File: src/hw/rtl/ifq_pkg.sv
package ifq_pkg;

  localparam int unsigned DEPTH       = 16;
  localparam int unsigned ENTRY_WIDTH = 32;
  localparam int unsigned POS_W       = $clog2(DEPTH);
  localparam int unsigned CNT_W       = $clog2(DEPTH + 1);

  typedef enum logic [2:0] {
    REQ_PUSH   = 3'd0,
    REQ_POP    = 3'd1,
    REQ_READ   = 3'd2,
    REQ_REMOVE = 3'd3,
    REQ_CLEAR  = 3'd4
  } req_type_e;

  typedef enum logic [1:0] {
    ST_OK   = 2'd0,
    ST_MISS = 2'd1,
    ST_FULL = 2'd2
  } status_e;

  typedef struct packed {
    req_type_e              req_type;
    logic [ENTRY_WIDTH-1:0] entry_value;
    logic [POS_W-1:0]       position;
  } req_t;

  typedef struct packed {
    logic [ENTRY_WIDTH-1:0] entry_out;
    status_e                status;
    logic [CNT_W-1:0]       entry_count;
  } rsp_t;

  // per-cell control: load takes the pushed item, shift takes the neighbor
  typedef struct packed {
    logic load;
    logic shift;
  } cell_ctrl_t;

endpackage

File: src/hw/rtl/ifq_cell.sv
module ifq_cell (
  input  logic                           clk_i,
  input  ifq_pkg::cell_ctrl_t            ctrl_i,
  input  logic [ifq_pkg::ENTRY_WIDTH-1:0] push_data_i,
  input  logic [ifq_pkg::ENTRY_WIDTH-1:0] next_data_i,
  output logic [ifq_pkg::ENTRY_WIDTH-1:0] data_o
);
  import ifq_pkg::*;

  logic [ENTRY_WIDTH-1:0] data_q;
  logic [ENTRY_WIDTH-1:0] data_d;

  always_comb begin
    data_d = data_q;
    if (ctrl_i.load) begin
      data_d = push_data_i;
    end else if (ctrl_i.shift) begin
      data_d = next_data_i;
    end
  end

  // payload only, no reset
  always_ff @(posedge clk_i) begin
    data_q <= data_d;
  end

  assign data_o = data_q;

endmodule

File: src/hw/rtl/indexed_fifo_queue_unit.sv
// Ordered queue of entry handles with push, pop, read at a position, remove at
// a position (the entries behind it close the gap) and clear. A request is
// taken at a rising edge with start high and busy low; busy never rises, so a
// request can be issued every cycle. Each request gives exactly one item on
// rsp_o in the next cycle, flagged by result_valid_o for a single cycle, and the
// receiver has no way to hold it. The queue lives in a row of DEPTH cells; the
// cells load the pushed item or shift from their neighbor together, so each
// request kind gets its answer in the next cycle. The entry, the status and
// the new count come back together. Misses (empty pop, position at or beyond
// the count, unknown request kinds) and a push onto a full queue report a
// status and return a zero entry without touching the queue.
module indexed_fifo_queue_unit (
  input  logic          clk_i,
  input  logic          rst_ni,
  input  logic          start,
  output logic          busy,
  input  ifq_pkg::req_t req_i,
  output logic          result_valid_o,
  output ifq_pkg::rsp_t rsp_o
);
  import ifq_pkg::*;

  // ---------------------------------------------------------------------
  // request decode
  // ---------------------------------------------------------------------
  logic             accept;
  logic [CNT_W-1:0] count_q;
  logic [CNT_W-1:0] count_d;
  logic             full;
  logic             pos_hit;
  logic             do_push;
  logic             do_take;
  logic [POS_W-1:0] take_pos;
  rsp_t             rsp_d;
  rsp_t             rsp_q;
  logic             valid_q;

  // cell row
  logic [ENTRY_WIDTH-1:0] cell_data [DEPTH];
  cell_ctrl_t             cell_ctrl [DEPTH];
  logic [ENTRY_WIDTH-1:0] sel_data;

  assign busy   = 1'b0;
  assign accept = start && !busy;
  assign full   = (count_q == CNT_W'(DEPTH));
  // position compared against the count at full width
  assign pos_hit = ({{(CNT_W-POS_W){1'b0}}, req_i.position} < count_q);

  // pop is a remove at the head
  assign take_pos = (req_i.req_type == REQ_POP) ? '0 : req_i.position;
  assign sel_data = cell_data[take_pos];

  always_comb begin
    do_push           = 1'b0;
    do_take           = 1'b0;
    count_d           = count_q;
    rsp_d.entry_out   = '0;
    rsp_d.status      = ST_OK;
    unique case (req_i.req_type)
      REQ_PUSH: begin
        if (full) begin
          rsp_d.status = ST_FULL;
        end else begin
          do_push = 1'b1;
          count_d = count_q + CNT_W'(1);
        end
      end
      REQ_POP: begin
        if (count_q == '0) begin
          rsp_d.status = ST_MISS;
        end else begin
          do_take         = 1'b1;
          rsp_d.entry_out = sel_data;
          count_d         = count_q - CNT_W'(1);
        end
      end
      REQ_READ: begin
        if (pos_hit) begin
          rsp_d.entry_out = sel_data;
        end else begin
          rsp_d.status = ST_MISS;
        end
      end
      REQ_REMOVE: begin
        if (pos_hit) begin
          do_take         = 1'b1;
          rsp_d.entry_out = sel_data;
          count_d         = count_q - CNT_W'(1);
        end else begin
          rsp_d.status = ST_MISS;
        end
      end
      REQ_CLEAR: begin
        count_d = '0;
      end
      default: begin
        rsp_d.status = ST_MISS;
      end
    endcase
    rsp_d.entry_count = count_d;
  end

  // ---------------------------------------------------------------------
  // cell row: push writes the cell at the tail, a take shifts every cell
  // from the taken position onward one place toward the head
  // ---------------------------------------------------------------------
  for (genvar i = 0; i < DEPTH; i++) begin : g_cell
    logic [ENTRY_WIDTH-1:0] next_data;

    always_comb begin
      cell_ctrl[i].load  = accept && do_push && (count_q == CNT_W'(i));
      cell_ctrl[i].shift = accept && do_take && (POS_W'(i) >= take_pos);
    end

    if (i == DEPTH - 1) begin : g_last
      // tail cell shifts in a blank, beyond the count anyway
      assign next_data = '0;
    end else begin : g_mid
      assign next_data = cell_data[i+1];
    end

    ifq_cell u_cell (
      .clk_i       (clk_i),
      .ctrl_i      (cell_ctrl[i]),
      .push_data_i (req_i.entry_value),
      .next_data_i (next_data),
      .data_o      (cell_data[i])
    );
  end

  // ---------------------------------------------------------------------
  // occupancy and result register
  // ---------------------------------------------------------------------
  always_ff @(posedge clk_i or negedge rst_ni) begin
    if (!rst_ni) begin
      count_q <= '0;
      valid_q <= 1'b0;
    end else begin
      valid_q <= accept;
      if (accept) begin
        count_q <= count_d;
      end
    end
  end

  always_ff @(posedge clk_i) begin
    if (accept) begin
      rsp_q <= rsp_d;
    end
  end

  assign result_valid_o = valid_q;
  assign rsp_o          = rsp_q;

endmodule

File: config.mk
export PLATFORM = sky130hd
export DESIGN_NAME = indexed_fifo_queue_unit
export DESIGN_NICKNAME = d
export VERILOG_FILES = /design/src/hw/rtl/ifq_pkg.sv /design/src/hw/rtl/ifq_cell.sv /design/src/hw/rtl/indexed_fifo_queue_unit.sv
export SDC_FILE = /design/constraint.sdc
export NUM_CORES = 1
export LEC_CHECK = 0
export BUFFER_PORTS_ARGS = -buffer_cell sky130_fd_sc_hd__buf_2
export CAP_MARGIN = 20
export CELL_PAD_IN_SITES_DETAIL_PLACEMENT = 0
export CELL_PAD_IN_SITES_GLOBAL_PLACEMENT = 1
export CORE_AREA = 2 2 246 248
export DETAILED_ROUTE_END_ITERATION = 10
export DIE_AREA = 0 0 248 250
export HOLD_SLACK_MARGIN = 0.12
export PLACE_DENSITY = 0.75
export SKIP_LAST_GASP = 1
export SYNTH_ARGS = -nofsm -noshare
export SYNTH_HDL_FRONTEND = slang
export SYNTH_HIERARCHICAL = 1
export SYNTH_SLANG_ARGS = --single-unit
File: constraint.sdc
create_clock -name clk_i -period 4.45 [get_ports clk_i]
set_input_delay 0 -clock clk_i [delete_from_list [all_inputs] [get_ports clk_i]]
set_output_delay 0 -clock clk_i [all_outputs]
set_load 0.02 [all_outputs]
# After elaboration in Yosys (flattened, before gate mapping)
# Cells that the tools add are included.
# W data, S select, Z words.
# classes
n_bitwise	1
n_reduce_logical	53
n_lt_le_gt_ge	18
n_eq_ne	20
add_sub_neg	2
mux	52
# ops
cell	n
$mux W32	36
$bmux W32 S4	1
$pmux W32 S2	1
$eq A5 B4 Y1 const B	8
$logic_and A1 B1 Y1	34
$ge A4 B4 Y1 const A	8
$reduce_bool A2 Y1	16
$eq A5 B3 Y1 const B	4
$pmux W5 S4	1
$ge A3 B4 Y1 const A	4
$mux W5	3
$eq A5 B2 Y1 const B	2
$ge A1 B4 Y1 const A	2
$ge A2 B4 Y1 const A	2
$pmux W2 S4	1
$eq A3 B2 Y1 const B	2
$mux W1	6
$add A5 B1 Y5 const B	1
$eq A5 B1 Y1 const B	1
$eq A5 B5 Y1 const B	1
$ge A5 B5 Y1 const B	1
$logic_not A5 Y1	1
$lt A4 B5 Y1	1
$not A4 Y5	1
8 further kinds	8
# totals
inputBits	42
out_inout_bits	41
elab_cells	167
register_bits	557

# Logic depth before layout (Yosys ltp)
# logic_depth
word_depth	8
ltp_mapped	10

# Cells and area by module
# The synthesis kept the hierarchy.
# by_module_without_submodules
mod	cells_each	area_per_inst_um2	seq_area_each_um2	n_inst
ifq_cell	69	1507.7	960.9	16
indexed_fifo_queue_unit	903	6962.9	1321.3	1

# Worst setup path after synthesis
# OpenSTA, ideal clock, no wires.
# synth_path
path_type	reg2reg
startpoint	register count_q[2]
endpoint	register g_cell[8].u_cell.data_q[0], enable pin
t_arrival_ns	2.953
path_stages_with_launch	11
n_path_buf	2
setup_time_ns	0.390
slack_ns	1.106
synth_period_minus_slack_ns	3.344
cell_sequence	dfrtp_1 buf_1 inv_1 ha_1 o21a_1 o21a_1 a21oi_1 o21ai_1 buf_4 a31oi_1 or2_1
# synth_rtl
element	line	source
start, declared	indexed_fifo_queue_unit.sv:27	logic [CNT_W-1:0] count_q;
start signal, assigned	indexed_fifo_queue_unit.sv:141	count_q <= count_d;
end signal, assigned	ifq_cell.sv:24	data_q <= data_d;
end, declared	ifq_cell.sv:10	logic [ENTRY_WIDTH-1:0] data_q;

==> qor.json <==
{
  "timing": {
    "slew_violations": 0,
    "setup_repair_after_global_routing_missed_its_margin": "false",
    "finalHoldViolations": 0,
    "post-route-period-util_pct": 84.0,
    "hold_ws_ns": 0.276,
    "max_slew_margin_pct": 21.6,
    "postLayoutSetupSlackWorst_ns": 0.713,
    "number_of_failing_setup_endpoints_in_the_final_timing_report": 0,
    "max_clock_freq_mhz": 268,
    "timing.final.crit_period_ns": 3.74,
    "finalSetupTns_ns": 0,
    "worst_slew_pin_slew_ns": 1.18,
    "clock_skew_ns": 0.0152
  },
  "detailed_routing": {
    "drt_wl_total_um": 84600,
    "route.vias.total": 18600,
    "drc": 0,
    "route.detailed.wl_per_inst_um": 28.7,
    "drt_iter0_markers": 1930,
    "vias_per_cell": 6.28,
    "ant_nets": 0,
    "drt_first_pass_iters": 7
  },
  "logic_synthesis": {
    "yosys_register_bits": 557,
    "ys_warn_count": 6,
    "yosys.area.top_type_share_pct": 53.2,
    "ys.flop_type": "edfxtp_1",
    "ys_async_sr_fraction_pct": 1.08,
    "post_synth_inst_count": 2007,
    "yosys.area.top_type": "edfxtp_1",
    "synth-edff-count": 551,
    "yosysUniqueCellTypes": 65,
    "ys_top_cells_by_area": "edfxtp_1 (53%), mux2_4 (22%), a211oi_1 (3.6%)",
    "avgSynthCellArea_um2": 15.5,
    "synth_area_um2": 31100,
    "seq_area_frac_synth_pct": 53.7
  },
  "layout": {
    "finish.utilization_pct": 56.7,
    "layout.area.seq_um2": 16700,
    "syn2layout_area_growth_pct": 8.70,
    "diodes": 0,
    "multiInputGateArea_um2": 12900,
    "layout.filler_cells": 4654,
    "layout.nets": 2172,
    "drive_above_1_share_pct": 36.0,
    "post-route-cell-area_um2": 33800
  },
  "critical_path": {
    "criticalPathCategory": "reg2reg",
    "cp-end-kind": "register",
    "cp_slowest_stage_delay_ns": 0.91,
    "r2r_start": "count_q[3]",
    "cpLargestDelayFamily": "simple AND/OR/NAND/NOR gates",
    "critical_path.cell_chain": "clkinv_1 > ha_1 > nor3_1 > o21ai_0 > a21oi_1 > o21ai_1 > buf_4 > a31oi_1 > or2_2",
    "critical_path.startpoint_type": "register",
    "timing.critical_path.from": "count_q[3]",
    "worst-endpoint-arrival_ns": 3.97,
    "crit_fanout": 32,
    "cp_num_buf_inv": 2,
    "critPathSlowestCell": "or2_2",
    "required_ns": 4.69
  },
  "floorplanning": {
    "die_width_um": 248,
    "core_region_area_um2": 59600,
    "placementRows": 90,
    "die-area_um2": 62000,
    "fp.dieH_um": 250,
    "pin_count": 83,
    "initial_utilization_pct": 52.2
  },
  "run_status": {
    "result_of_the_run": "finished clean"
  },
  "placement": {
    "dpl_worst_slack_ns": 0.795,
    "dp_hpwl_um": 49800,
    "io_buffers": 81,
    "place_area_um2": 31500,
    "gp_congestion": 0.873
  },
  "pwr": {
    "power.share.clock_pct": 35.8,
    "power_per_cell_area_nw_per_um2": 383,
    "power.internal_mw": 9.52,
    "irDropWorstVdd_v": 0.000300,
    "net-switching-power_mw": 3.42,
    "total_leakage_power_nw": 12.2,
    "netSwitchingFraction_pct": 26.4,
    "power_frac_comb_pct": 14.9,
    "share_of_total_power_in_sequential_cells_pct": 49.3
  },
  "clocking": {
    "ctsRootBufferMaster": "clkbuf_16",
    "clock_sink_count": 557,
    "cts.reportedPaths.clkPinSlew_ns": 0.06,
    "post_cts_resized": 0,
    "tritoncts": "done",
    "cts-root-to-sink-buffers": 3,
    "cts.htree.levels": 2,
    "numCtsBuffers": 60,
    "clock_insertion_delay_at_the_later_pin_of_the_skew_report_ns": 0.63
  },
  "global_routing": {
    "grtUsageTotal_pct": 27.2,
    "number_of_antenna_violations_at_the_first_check_in_global_routing": 0,
    "grt_pass1_vias": 18800,
    "met2_layer_usage_reported_by_global_route_pct": 41.4,
    "global_route_wire_length_before_repair_um": 125000,
    "grt_max_degree": 93,
    "grtUsageMet3_pct": 5.98,
    "grt_remaining_overflow": 0,
    "top_usage_layer": "met2",
    "global_route.usage.met1_pct": 38.8
  },
  "worst_hold_path": {
    "worstHoldStart": "req_i[0]",
    "worst_hold_path_type": "in2reg"
  },
  "flow_run": {
    "max_cap_viol_count": 0
  }
}
==> worst reg2reg max path, cell delays in order (launching register included) <==
cell	delay, ns
dfrtp_1	0.47
clkinv_1	0.25
ha_1	0.28
nor3_1	0.24
o21ai_0	0.21
a21oi_1	0.44
o21ai_1	0.12
buf_4	0.24
a31oi_1	0.14
or2_2	0.91
==> logic make-up (layout without fill, tap and decap cells) <==
logic type	after synthesis	count (layout)	share of synthesized area, %
buffers and inverters	169	301	5.52
xor gates and xnor gates	3	3	0.0845
AOI/OAI and AO/OA	347	347	7.99
DFF	557	557	53.7
muxes	577	577	26.3
and+or+nand+nor	344	344	6.06
adders and majority gates	9	9	0.362
other	1	33	0.0121
==> layout make-up <==
class | instances | area share [%]
Clock buffer | 77 | 4.70
Clock inverter | 35 | 0.567
Inverter | 9 | 0.100
Multi-Input combinational cell | 1313 | 38.2
Sequential cell | 557 | 49.4
Tap cell | 782 | 2.90
Timing Repair Buffer | 180 | 4.10
==> path summary, 6_finish.rpt <==
path,endpoint,slack (ns),depth (start not counted)
worst max-delay path,g_cell[8].u_cell/data_o[28],0.71,9
worst min-delay path,rsp_o[32],0.28,3
worst max register to register,g_cell[8].u_cell/data_o[28],0.71,9
worst min register to register,g_cell[13].u_cell/data_o[11],0.57,1
max in group asynchronous,result_valid_o,3.85,3
min in group asynchronous,count_q[2],0.34,3
==> placed cells by master (no fill, tap or decap), types with 7 or more instances in the layout <==
cell type,Yosys,layout
edfxtp_1,551,551
mux2_4,464,464
a211oi_1,147,147
nand2_1,122,121
buf_2,31,80
a21oi_1,75,75
nor2b_1,74,74
mux2i_1,62,62
clkbuf_16,0,61
and3_1,52,51
mux2_2,51,51
buf_4,16,47
dlygate4sd3_1,0,42
conb_1,1,33
a31oi_1,32,32
clkinv_1,2,21
o2111a_1,20,20
a22o_1,19,19
or2_2,2,18
clkbuf_1,35,16
o21ai_0,15,15
nor2_4,0,15
nor2_1,27,12
and4_1,12,12
clkinv_2,0,11
a221oi_1,10,10
ha_1,9,9
buf_12,48,9
inv_1,7,7
==> per-stage QoR <==
stage	cells	total power [mW]
detailed placement	2796	8.34
floorplan	2039	7.66
global route	2953	13.4
CTS	2950	13.0
finish	2953	12.9
global placement	2793	8.31
==> power by group through the flow <==
| stage | clock network [mW] | logic, mW | registers [mW] |
|---|---|---|---|
| floorplan | 0 | 1.17 | 6.49 |
| global route | 4.93 | 2.04 | 6.41 |
| detailed placement | 0 | 1.86 | 6.48 |
| finish | 4.64 | 1.92 | 6.38 |
| global placement | 0 | 1.84 | 6.47 |
| CTS | 4.72 | 1.90 | 6.38 |
==> cell usage after synthesis (5+ instances only) <==
master and n:
nor2b_1 74, edfxtp_1 551, and4_1 12, mux2_4 464, dfrtp_1 6, a211oi_1 147, nand2_1 122, buf_4 16
a221oi_1 10, buf_2 31, o21ai_0 15, mux2i_1 62, a22o_1 19, nor2_1 27, buf_12 48, or2_1 16
clkbuf_1 35, a21oi_1 75, inv_1 7, mux2_2 51, and3_1 52, nand2b_1 5, ha_1 9, a311oi_1 6
nand3_1 6, a31oi_1 32, buf_6 27, o2111a_1 20
==> state kept, by name, indices dropped and copies added, names as in the netlist <==
register              count
g_cell.u_cell/data_o    512
count_q                   5
result_valid_o            1
rsp_o                    39
==> repair_timing <==
action                                  in CTS  in global routing
endpoints found under the setup margin       0                  0
hold buffers                                42                  0
setup buffers                                0                  0
hold endpoints to repair                   531                  0
==> routing by layer <==
layer  vias up  wire [µm]
li1       8037          -
met4         0       2530
met1      9513      36500
met5         -          0
met3       147       7260
met2       860      38300
(Power assumes the default switching activity.)
